[src/hdl/cdte_pkg.sv]
`timescale 1ns / 1ps
`default_nettype none
package cdte_pkg;

   // calendar constants
   localparam logic [11:0] EPOCH_YEAR         = 12'd1970;
   localparam logic [8:0]  DAYS_PER_YEAR      = 9'd365;
   localparam logic [8:0]  LEAPS_BEFORE_EPOCH = 9'd477;
   localparam logic [16:0] SECS_PER_DAY       = 17'd86400;
   localparam logic [11:0] SECS_PER_HOUR      = 12'd3600;
   localparam logic [5:0]  SECS_PER_MIN       = 6'd60;
   localparam logic [3:0]  MONTH_FIRST        = 4'd1;
   localparam logic [3:0]  MONTH_LAST         = 4'd12;
   localparam logic [3:0]  MONTH_FEB          = 4'd2;

   // floor(n / 100) = (n * RECIP_100) >> RECIP_SHIFT, exact for 12-bit n
   localparam logic [12:0] RECIP_100   = 13'd5243;
   localparam int          RECIP_SHIFT = 19;
   localparam logic [6:0]  CENTURY     = 7'd100;

   // days before the first of each month, non-leap year
   localparam logic [8:0] DAYS_BEFORE_MONTH [12] = '{
      9'd0, 9'd31, 9'd59, 9'd90, 9'd120, 9'd151,
      9'd181, 9'd212, 9'd243, 9'd273, 9'd304, 9'd334
   };

   // day count stage to seconds stage
   typedef struct packed {
      logic        valid;
      logic [31:0] days;
      logic [4:0]  hour;
      logic [5:0]  minute;
      logic [5:0]  second;
   } days_stage_type;

endpackage
`default_nettype wire

[src/hdl/calendar_date_to_epoch_seconds_top.sv]
`timescale 1ns / 1ps
`default_nettype none
// calendar date to epoch seconds
// input: raise start with a date and time of day on the req_ ports; the
//    transaction is taken at a rising edge with start high and busy low.
//    busy stays low, so a new date may enter in every cycle.
// output: rsp_valid is high for exactly one cycle with rsp_epoch_seconds,
//    the seconds since 1970-01-01 00:00 minus the zone offset, modulo 2^32.
//    the receiver cannot hold results off and none is needed.
// pipeline: throughput one transaction per cycle, through the five register
//    stages (clamp and reciprocal products, leap count, day sum,
//    day-to-seconds multiply, final sum).
// config: csr_wr_en with csr_wr_data writes the signed zone offset in
//    minutes; write it only while no transaction is in flight.
// reset: synchronous, clears the pipeline valid bits and sets the zone
//    offset to zero; nothing in flight survives reset.
module calendar_date_to_epoch_seconds_top
   import cdte_pkg::*;
(
   input  wire logic        clock,
   input  wire logic        reset,
   input  wire logic        start,
   output logic             busy,
   input  wire logic [11:0] req_year_full,
   input  wire logic [3:0]  req_month_num,
   input  wire logic [4:0]  req_day_of_month,
   input  wire logic [4:0]  req_hour_of_day,
   input  wire logic [5:0]  req_minute_of_hour,
   input  wire logic [5:0]  req_second_of_minute,
   output logic             rsp_valid,
   output logic [31:0]      rsp_epoch_seconds,
   input  wire logic        csr_wr_en,
   input  wire logic [15:0] csr_wr_data
);

   // zone offset register
   logic signed [15:0] zone_ff;

   always_ff @(posedge clock) begin
      if (reset) begin
         zone_ff <= 16'sd0;
      end else if (csr_wr_en) begin
         zone_ff <= $signed(csr_wr_data);
      end
   end

   // the pipeline never stalls
   logic accept;
   assign busy   = 1'b0;
   assign accept = start && !busy;

   // date to day count
   days_stage_type days_link;

   cdte_days u_days (
      .clock            (clock),
      .reset            (reset),
      .in_valid         (accept),
      .year_full        (req_year_full),
      .month_num        (req_month_num),
      .day_of_month     (req_day_of_month),
      .hour_of_day      (req_hour_of_day),
      .minute_of_hour   (req_minute_of_hour),
      .second_of_minute (req_second_of_minute),
      .days_out         (days_link)
   );

   // day count to seconds
   cdte_secs u_secs (
      .clock       (clock),
      .reset       (reset),
      .days_in     (days_link),
      .zone_offset (zone_ff),
      .out_valid   (rsp_valid),
      .out_seconds (rsp_epoch_seconds)
   );

endmodule
`default_nettype wire

[src/hdl/cdte_days.sv]
`timescale 1ns / 1ps
`default_nettype none
module cdte_days
   import cdte_pkg::*;
(
   input  wire logic           clock,
   input  wire logic           reset,
   input  wire logic           in_valid,
   input  wire logic [11:0]    year_full,
   input  wire logic [3:0]     month_num,
   input  wire logic [4:0]     day_of_month,
   input  wire logic [4:0]     hour_of_day,
   input  wire logic [5:0]     minute_of_hour,
   input  wire logic [5:0]     second_of_minute,
   output days_stage_type      days_out
);

   // stage 1: month clamp, table lookup, reciprocal products
   logic [3:0]  month_cl;
   logic [3:0]  month_idx;
   logic [8:0]  dbm1_in;
   logic        late1_in;
   logic [24:0] prodn1_in;
   logic [24:0] prody1_in;

   logic        valid1_ff;
   logic [11:0] year1_ff;
   logic [8:0]  dbm1_ff;
   logic        late1_ff;
   logic [4:0]  day1_ff;
   logic [4:0]  hour1_ff;
   logic [5:0]  minute1_ff;
   logic [5:0]  second1_ff;
   logic [24:0] prodn1_ff;
   logic [24:0] prody1_ff;

   always_comb begin
      if (month_num < MONTH_FIRST) begin
         month_cl = MONTH_FIRST;
      end else if (month_num > MONTH_LAST) begin
         month_cl = MONTH_LAST;
      end else begin
         month_cl = month_num;
      end
      month_idx = month_cl - MONTH_FIRST;
      dbm1_in   = DAYS_BEFORE_MONTH[month_idx];
      late1_in  = (month_cl > MONTH_FEB);
      prodn1_in = 25'(year_full - 12'd1) * 25'(RECIP_100);
      prody1_in = 25'(year_full) * 25'(RECIP_100);
   end

   always_ff @(posedge clock) begin
      if (reset) begin
         valid1_ff <= 1'b0;
      end else begin
         valid1_ff <= in_valid;
      end
      year1_ff   <= year_full;
      dbm1_ff    <= dbm1_in;
      late1_ff   <= late1_in;
      day1_ff    <= day_of_month;
      hour1_ff   <= hour_of_day;
      minute1_ff <= minute_of_hour;
      second1_ff <= second_of_minute;
      prodn1_ff  <= prodn1_in;
      prody1_ff  <= prody1_in;
   end

   // stage 2: leap count, leap year test, year term
   logic [11:0] year_m1;
   logic [5:0]  q_n;
   logic [5:0]  q_y;
   logic [11:0] rem_y;
   logic [10:0] leaps_n;
   logic        leap_year;
   logic [10:0] leaps2_in;
   logic [31:0] yterm2_in;
   logic        leapadj2_in;

   logic        valid2_ff;
   logic [31:0] yterm2_ff;
   logic [10:0] leaps2_ff;
   logic [8:0]  dbm2_ff;
   logic        leapadj2_ff;
   logic [4:0]  day2_ff;
   logic [4:0]  hour2_ff;
   logic [5:0]  minute2_ff;
   logic [5:0]  second2_ff;

   always_comb begin
      year_m1   = year1_ff - 12'd1;
      q_n       = prodn1_ff[RECIP_SHIFT +: 6];
      q_y       = prody1_ff[RECIP_SHIFT +: 6];
      rem_y     = year1_ff - 12'(12'(q_y) * 12'(CENTURY));
      leaps_n   = 11'(year_m1 >> 2) - 11'(q_n) + 11'(q_n >> 2);
      leap_year = ((year1_ff[1:0] == 2'd0) && (rem_y != 12'd0))
                  || ((rem_y == 12'd0) && (q_y[1:0] == 2'd0));
      if (year1_ff > EPOCH_YEAR) begin
         leaps2_in = leaps_n - 11'(LEAPS_BEFORE_EPOCH);
      end else begin
         leaps2_in = 11'd0;
      end
      yterm2_in   = (32'(year1_ff) - 32'(EPOCH_YEAR)) * 32'(DAYS_PER_YEAR);
      leapadj2_in = late1_ff && leap_year;
   end

   always_ff @(posedge clock) begin
      if (reset) begin
         valid2_ff <= 1'b0;
      end else begin
         valid2_ff <= valid1_ff;
      end
      yterm2_ff   <= yterm2_in;
      leaps2_ff   <= leaps2_in;
      dbm2_ff     <= dbm1_ff;
      leapadj2_ff <= leapadj2_in;
      day2_ff     <= day1_ff;
      hour2_ff    <= hour1_ff;
      minute2_ff  <= minute1_ff;
      second2_ff  <= second1_ff;
   end

   // stage 3: total day count, wraps modulo 2^32
   logic [31:0]    days3_in;
   days_stage_type days3_ff;

   always_comb begin
      days3_in = yterm2_ff + 32'(leaps2_ff) + 32'(dbm2_ff) + 32'(leapadj2_ff)
                 + 32'(day2_ff) - 32'd1;
   end

   always_ff @(posedge clock) begin
      if (reset) begin
         days3_ff.valid <= 1'b0;
      end else begin
         days3_ff.valid <= valid2_ff;
      end
      days3_ff.days   <= days3_in;
      days3_ff.hour   <= hour2_ff;
      days3_ff.minute <= minute2_ff;
      days3_ff.second <= second2_ff;
   end

   assign days_out = days3_ff;

endmodule
`default_nettype wire

[src/hdl/cdte_secs.sv]
`timescale 1ns / 1ps
`default_nettype none
module cdte_secs
   import cdte_pkg::*;
(
   input  wire logic                clock,
   input  wire logic                reset,
   input  wire days_stage_type      days_in,
   input  wire logic signed [15:0]  zone_offset,
   output logic                     out_valid,
   output logic [31:0]              out_seconds
);

   // stage 4: day seconds, time of day, zone seconds
   logic [31:0] daysec4_in;
   logic [16:0] tod4_in;
   logic [31:0] zone4_in;

   logic        valid4_ff;
   logic [31:0] daysec4_ff;
   logic [16:0] tod4_ff;
   logic [31:0] zone4_ff;

   always_comb begin
      daysec4_in = days_in.days * 32'(SECS_PER_DAY);
      tod4_in    = 17'(days_in.hour) * 17'(SECS_PER_HOUR)
                   + 17'(days_in.minute) * 17'(SECS_PER_MIN)
                   + 17'(days_in.second);
      zone4_in   = 32'(32'(zone_offset) * 32'sd60);
   end

   always_ff @(posedge clock) begin
      if (reset) begin
         valid4_ff <= 1'b0;
      end else begin
         valid4_ff <= days_in.valid;
      end
      daysec4_ff <= daysec4_in;
      tod4_ff    <= tod4_in;
      zone4_ff   <= zone4_in;
   end

   // stage 5: final sum into the output register
   logic [31:0] result_in;
   logic        valid5_ff;
   logic [31:0] result_ff;

   always_comb begin
      result_in = daysec4_ff + 32'(tod4_ff) - zone4_ff;
   end

   always_ff @(posedge clock) begin
      if (reset) begin
         valid5_ff <= 1'b0;
      end else begin
         valid5_ff <= valid4_ff;
      end
      result_ff <= result_in;
   end

   assign out_valid   = valid5_ff;
   assign out_seconds = result_ff;

endmodule
`default_nettype wire
[config.mk]
export PLATFORM = sky130hd
export DESIGN_NAME = calendar_date_to_epoch_seconds_top
export DESIGN_NICKNAME = d
export VERILOG_FILES = /design/src/hdl/cdte_pkg.sv /design/src/hdl/calendar_date_to_epoch_seconds_top.sv /design/src/hdl/cdte_days.sv /design/src/hdl/cdte_secs.sv
export SDC_FILE = /design/constraint.sdc
export NUM_CORES = 1
export LEC_CHECK = 0
export BUFFER_PORTS_ARGS = -buffer_cell sky130_fd_sc_hd__buf_4
export CAP_MARGIN = 30
export CORE_UTILIZATION = 25
export CTS_CLUSTER_SIZE = 25
export DETAILED_ROUTE_END_ITERATION = 7
export GPL_TIMING_DRIVEN = 0
export HOLD_SLACK_MARGIN = 0.06
export SYNTH_ARGS = -nofsm -noshare
export SYNTH_HDL_FRONTEND = slang
export SYNTH_SLANG_ARGS = --single-unit
[constraint.sdc]
create_clock -name clock -period 6.9 [get_ports clock]
set_clock_uncertainty 0.15 [all_clocks]
set_input_delay 0.69 -clock clock [delete_from_list [all_inputs] [get_ports clock]]
set_output_delay 0.69 -clock clock [all_outputs]
set_load 0.03 [all_outputs]
Yosys cells after proc, flatten, opt, wreduce, memory -nomap -nowiden. Memory sizes are Yosys's and may differ from the RTL's. A register that Yosys moved wholly into a read port is not among the register bits. Cells that the tools add are included. W data, S select, Z words.

$add $sub $neg: 17. Multiply operators: 8. Divide/modulo/power cells: 0. Magnitude comparators: 4. Eq/ne operators: 0. Shift-type cells: 0. Mux-type cells: 2. Bitwise logic cells: 1. Reduce and logical (&&, ||, !) cells: 8.

Operators with widths (number): $add A32 B1 Y32 (1); $add A32 B11 Y32 (1); $add A32 B17 Y32 (1); $add A32 B5 Y32 (1); $add A32 B9 Y32 (1); $mul A32 B10 Y25 const B (1); $mul A32 B9 Y32 const B (1); $sub A32 B1 Y32 const B (1); $sub A32 B32 Y32 (1); $mul A12 B13 Y25 const B (1); $mul A25 B13 Y25 const B (1); $mul A16 B5 Y21 const B (1); $add A17 B12 Y17 (1); $add A17 B6 Y17 (1); $mul A5 B8 Y13 const B (1); $sub A12 B1 Y13 const B (1); $sub A12 B11 Y13 const B (1); $gt A12 B11 Y1 const B (1); $logic_not A12 Y1 (1); $reduce_bool A12 Y1 (1); $sub A12 B1 Y12 const B (1); $sub A12 B12 Y12 (1); $add A11 B4 Y11 (1); $sub A10 B6 Y11 (1); 12 further kinds (16).

Register bits: 334. Bits in latches: 0. Memory bits (writable): 0. Bits in read-only memories: 144. Input port bits: 58. Output and inout port bits: 34. Memories: 1.

Memory list: (no name shown) (depth 16, bits a word 9, read ports 1, clocked after Yosys merged registers in 1, write ports 0, RTL line cdte_days.sv:46) `dbm1_in = DAYS_BEFORE_MONTH[month_idx];`.

Logic depth before layout (Yosys ltp).
Depth after elaboration: 6. Mapped depth: 29. Depth with buffers taken out: 29.

Modules after synthesis. Synthesis repeated with hierarchy kept, for this count alone.

Cells, all modules: 2741. Area total of the unflattened synthesis: 26795.7 um^2.

Modules (own cells, without submodules): cdte_days (times used 1, cells an instance 1593, area each 15949.0 um^2, seq. area each 3403.3 um^2); cdte_secs (times used 1, cells an instance 1094, area each 10254.8 um^2, seq. area each 1941.9 um^2); calendar_date_to_epoch_seconds_top (times used 1, cells an instance 54, area each 591.8 um^2, seq. area each 320.3 um^2).

Worst setup path after synthesis. Ideal clock, no wire load.

Path type: in2reg. From: input req_year_full[0]. To: register u_days.prodn1_ff[24]. Setup time: 0.122 ns. Data arrival time: 6.397 ns. Data required time: 6.628 ns. Path slack: 0.232 ns. Stages: 23. Cell sequence: inv_1 -> ha_1 -> and3_1 -> nand2_1 -> nand2_1 -> nand4_1 -> a21boi_1 -> inv_1 -> fa_1 -> xnor2_1 -> fa_1 -> fa_1 -> inv_1 -> fa_1 -> inv_1 -> ha_1 -> o2111ai_1 -> a21o_1 -> a31oi_1 -> o221ai_1 -> a21oi_1 -> a21oi_1 -> xnor2_1.

Longest elaborated chain between the ends: 2.

RTL lines: start, declared (RTL line calendar_date_to_epoch_seconds_top.sv:24) `input wire logic [11:0] req_year_full,`; $sub A12 B1 Y13 (RTL line cdte_days.sv:48) `prodn1_in = 25'(year_full - 12'd1) * 25'(RECIP_100);`; $mul A25 B13 Y25 (RTL line cdte_days.sv:48); net u_days.prodn1_in[24] (RTL line cdte_days.sv:23) `logic [24:0] prodn1_in;`; end signal, assigned (RTL line cdte_days.sv:65) `prodn1_ff <= prodn1_in;`; end, declared (RTL line cdte_days.sv:34) `logic [24:0] prodn1_ff;`.

The timed path passes the listed nets, and every way through them passes these cells. A chain may end at the register's enable or synchronous reset.

Final worst setup path. Ends and elaborated chain as after synthesis.

==> impl_metrics.toml <==
[timing]
slew_headroom_pct = 39.2
layout_setup_ws_ns = 0.417
fmax_mhz = 154
setup-violations-final = 0
worst_slew_pin_slew_ns = 0.905
fin_crit_sh_pct = 94.0
hold_violations = 0
slew_viol_final = 0
period_minus_slack_ns = 6.48

[routing]
ant_nets = 0
drt-initial-drc-count = 486
drc = 26
dr.pass1.iters = 7
vias = 17300
wire_per_inst_microns = 11.0
viasPerCell = 4.02
drt_wl_total_microns = 47300

[synthesis]
dominantRegCellSynth = "dfxtp_1"
synth.top_cell.area_share_pct = 26.1
ys_seq_elements = 282
synthDistinctLibCells = 67
synthXorXnorAreaFrac_pct = 6.79
ys_seq_area_share_pct = 21.2
synth_adder_area_share_pct = 46.1
yosysWarnings = 0
synthCells = 2750
synth_area_sq_mm = 0.0267
ys_top_cells_by_area = "ha_1 (26%), dfxtp_1 (21%), fa_1 (20%)"
syn_area_per_cell_sq_um = 9.70
synth-compound-area-share_pct = 9.18
async_flop_share_pct = 0
synth_top_family_by_area = "adder cells"
synth_edf_count = 0
syn_nets = 3632
synth.largest_area_cell = "ha_1"
synth.mux.area_fraction_pct = 0.717
yosys.area_share.simple_pct = 5.98

[die]
die_w_microns = 329
num_rows = 119
die_h_microns = 329
die_area_sq_mm = 0.108
initial_core_util_pct = 25.3
ios = 92
coreArea_sq_mm = 0.106

[cts]
clock_latency_ns = 0.56
cts_tree = "yes"
clk_path_buf_depth = 3
cts_root_buffer = "clkbuf_16"
cts_buffers = 37
clock-sinks = 282
path_clk_slew_ns = 0.06
cts.htree.levels = 2

[worst_setup_path]
startpoint = "req_year_full[0]"
cp_num_buf_inv = 7
r2r_slack_ns = 1.02
critPathTopFamily = "adder cells"
critPathArrivalTime_ns = 6.76
slowest_stage = "xnor2_1"
rr_worst_depth = 21
r2r-start = "u_days.year1_ff[1]$_DFF_P_"
slowest_delay_ns = 0.71
cp.required_ns = 7.17
worst-setup-path-type = "input port to flip-flop"
crit_path_end = "u_days.prodn1_ff[24]$_DFF_P_"
crit_cells = 27
cpMostUsedCell = "inv_1"
cp_max_fo = 9
r2r_end = "u_days.yterm2_ff[23]$_DFF_P_"
start_kind = "input port"
endpoint_kind = "flip-flop"

[min_path]
worstHoldPathType = "input port to flip-flop"

[run_status]
failed_checks = "DRC"
outcome = "finished, violations left"

[layout]
fin_util_pct = 29.1
ff_latch_area_sq_mm = 0.00565
nets = 3779
final_area_sq_mm = 0.0307
multiInputGateArea_sq_mm = 0.0184
fillers = 11100
syn_to_final_growth_pct = 15.0
stdcell_count = 4316
final_layout_size_suffix_gt1_share_pct = 6.16

[placed_design]
place_ws_ns = -0.841
portBuffers = 88
place.gp.congestion = 0.840
place_inst = 4229
hpwl_microns = 41000
placed_area_sq_mm = 0.0291

[global_route]
grt_overflow_total = 0
grt_pass1_wl_microns = 81400
grt_usage_pct = 9.02
grt_pass1_vias = 17700
grt_max_degree = 16
antenna_found_initial = 4

[flow_run]
drv_cap = 0
stage by stage:
step / setup TNS (ns) / hold slack [ns]
after CTS: 0 / 0.0603
after global routing: -0.00209 / 0.0604
after detailed placement: -3.73 / 0.162
after floorplan: 0 / 0.160
after global placement: -5.50 / 0.161
final: 0 / 0.0959
synthesized netlist by cell type (all sizes together), types with 3 or more instances:
library cell and n:
o211ai 4, nand3 23, and3 16, o21a 20, a211o 3, a21oi 128
nand3b 4, or4 6, o21bai 22, nor2 98, a211oi 16, o21ai 74
or2 7, nand2 59, xnor2 148, a21o 57, o311ai 3, inv 697
a2111oi 4, a31oi 14, nor2b 21, and2 6, o221ai 5, nor4 5
clkbuf 13, xor2 59, fa 267, nand4 11, nor3 32, a21boi 5
ha 557, o31a 4, mux2i 18, dfxtp 282, nand2b 26, o31ai 5
cell families after synthesis:
kind of cell               after synthesis
buffers and inverters                  711
adders and majority gates              824
and+or+nand+nor                        323
DFF                                    282
AOI/OAI and AO/OA                      383
xor gates and xnor gates               207
muxes                                   19
other                                    1
worst min-delay path by stage:
stage	start	to	slack, ns	depth (start not counted)
2_1_floorplan	u_days.day1_ff[0]$_DFF_P_	u_days.day2_ff[0]$_DFF_P_	0.16	0
3_3_place_gp	u_days.second2_ff[0]$_DFF_P_	u_days.days_out[0]$_DFF_P_	0.16	0
3_5_place_dp	u_days.minute2_ff[5]$_DFF_P_	u_days.days_out[11]$_DFF_P_	0.16	0
4_1_cts	req_second_of_minute[3]	u_days.second1_ff[3]$_DFF_P_	0.06	1
5_1_grt	req_second_of_minute[3]	u_days.second1_ff[3]$_DFF_P_	0.06	1
6_report	req_second_of_minute[3]	u_days.second1_ff[3]$_DFF_P_	0.1	1
repair_timing:
| item | 4_1_cts | 5_1_grt |
|---|---|---|
| buffers inserted | 0 | 3 |
| pin swaps | 0 | 1 |
| setup endpoints to repair | 4 | 5 |
| hold buffers | 16 | 1 |
| hold endpoints to repair | 16 | 1 |
| resized for setup | 1 | 6 |
flip-flops by register name, indices dropped and copies added, names as in the netlist, 6 cells and up:
| signal | flops |
|---|---|
| u_days.days_out | 43 |
| u_days.dbm1_ff | 9 |
| u_days.dbm2_ff | 9 |
| u_days.leaps2_ff | 11 |
| u_days.minute1_ff | 6 |
| u_days.minute2_ff | 6 |
| u_days.prodn1_ff | 6 |
| u_days.prody1_ff | 6 |
| u_days.second1_ff | 6 |
| u_days.second2_ff | 6 |
| u_days.year1_ff | 12 |
| u_days.yterm2_ff | 25 |
| u_secs.daysec4_ff | 25 |
| u_secs.out_seconds | 32 |
| u_secs.tod4_ff | 17 |
| u_secs.zone4_ff | 21 |
| zone_ff | 16 |
cell type report:
class / count / area share (%)
Multi-Input combinational cell: 1757 / 60.0
Tap cell: 1391 / 5.67
Antenna cell: 1 / 0.00815
Timing Repair Buffer: 108 / 2.78
Sequential cell: 282 / 18.4
Buffer: 14 / 0.183
Inverter: 697 / 8.52
Clock inverter: 19 / 1.07
Clock buffer: 47 / 3.37
layer usage:
layer  global-route usage, %  routed length [microns]  vias to the layer above
met5                       0                       53                        -
met4                    2.58                     1010                        8
met3                    1.88                     2080                       71
met2                    15.2                    21700                      180
met1                    11.6                    22500                     8005
li1                        -                        -                     9077
cell usage in the layout (no fill, tap or decap), drive strengths merged, types with 57 or more instances in the layout:
master,Yosys,routed
nand2,59,59
xnor2,148,148
o21ai,74,74
a21oi,128,128
xor2,59,59
buf,1,92
nor2,98,98
a21o,57,57
clkbuf,13,60
ha,557,557
fa,267,267
dfxtp,282,282
inv,697,701
Power is not shown: default switching activity piles up to over one toggle a cycle in this logic, so the estimate is an artifact.
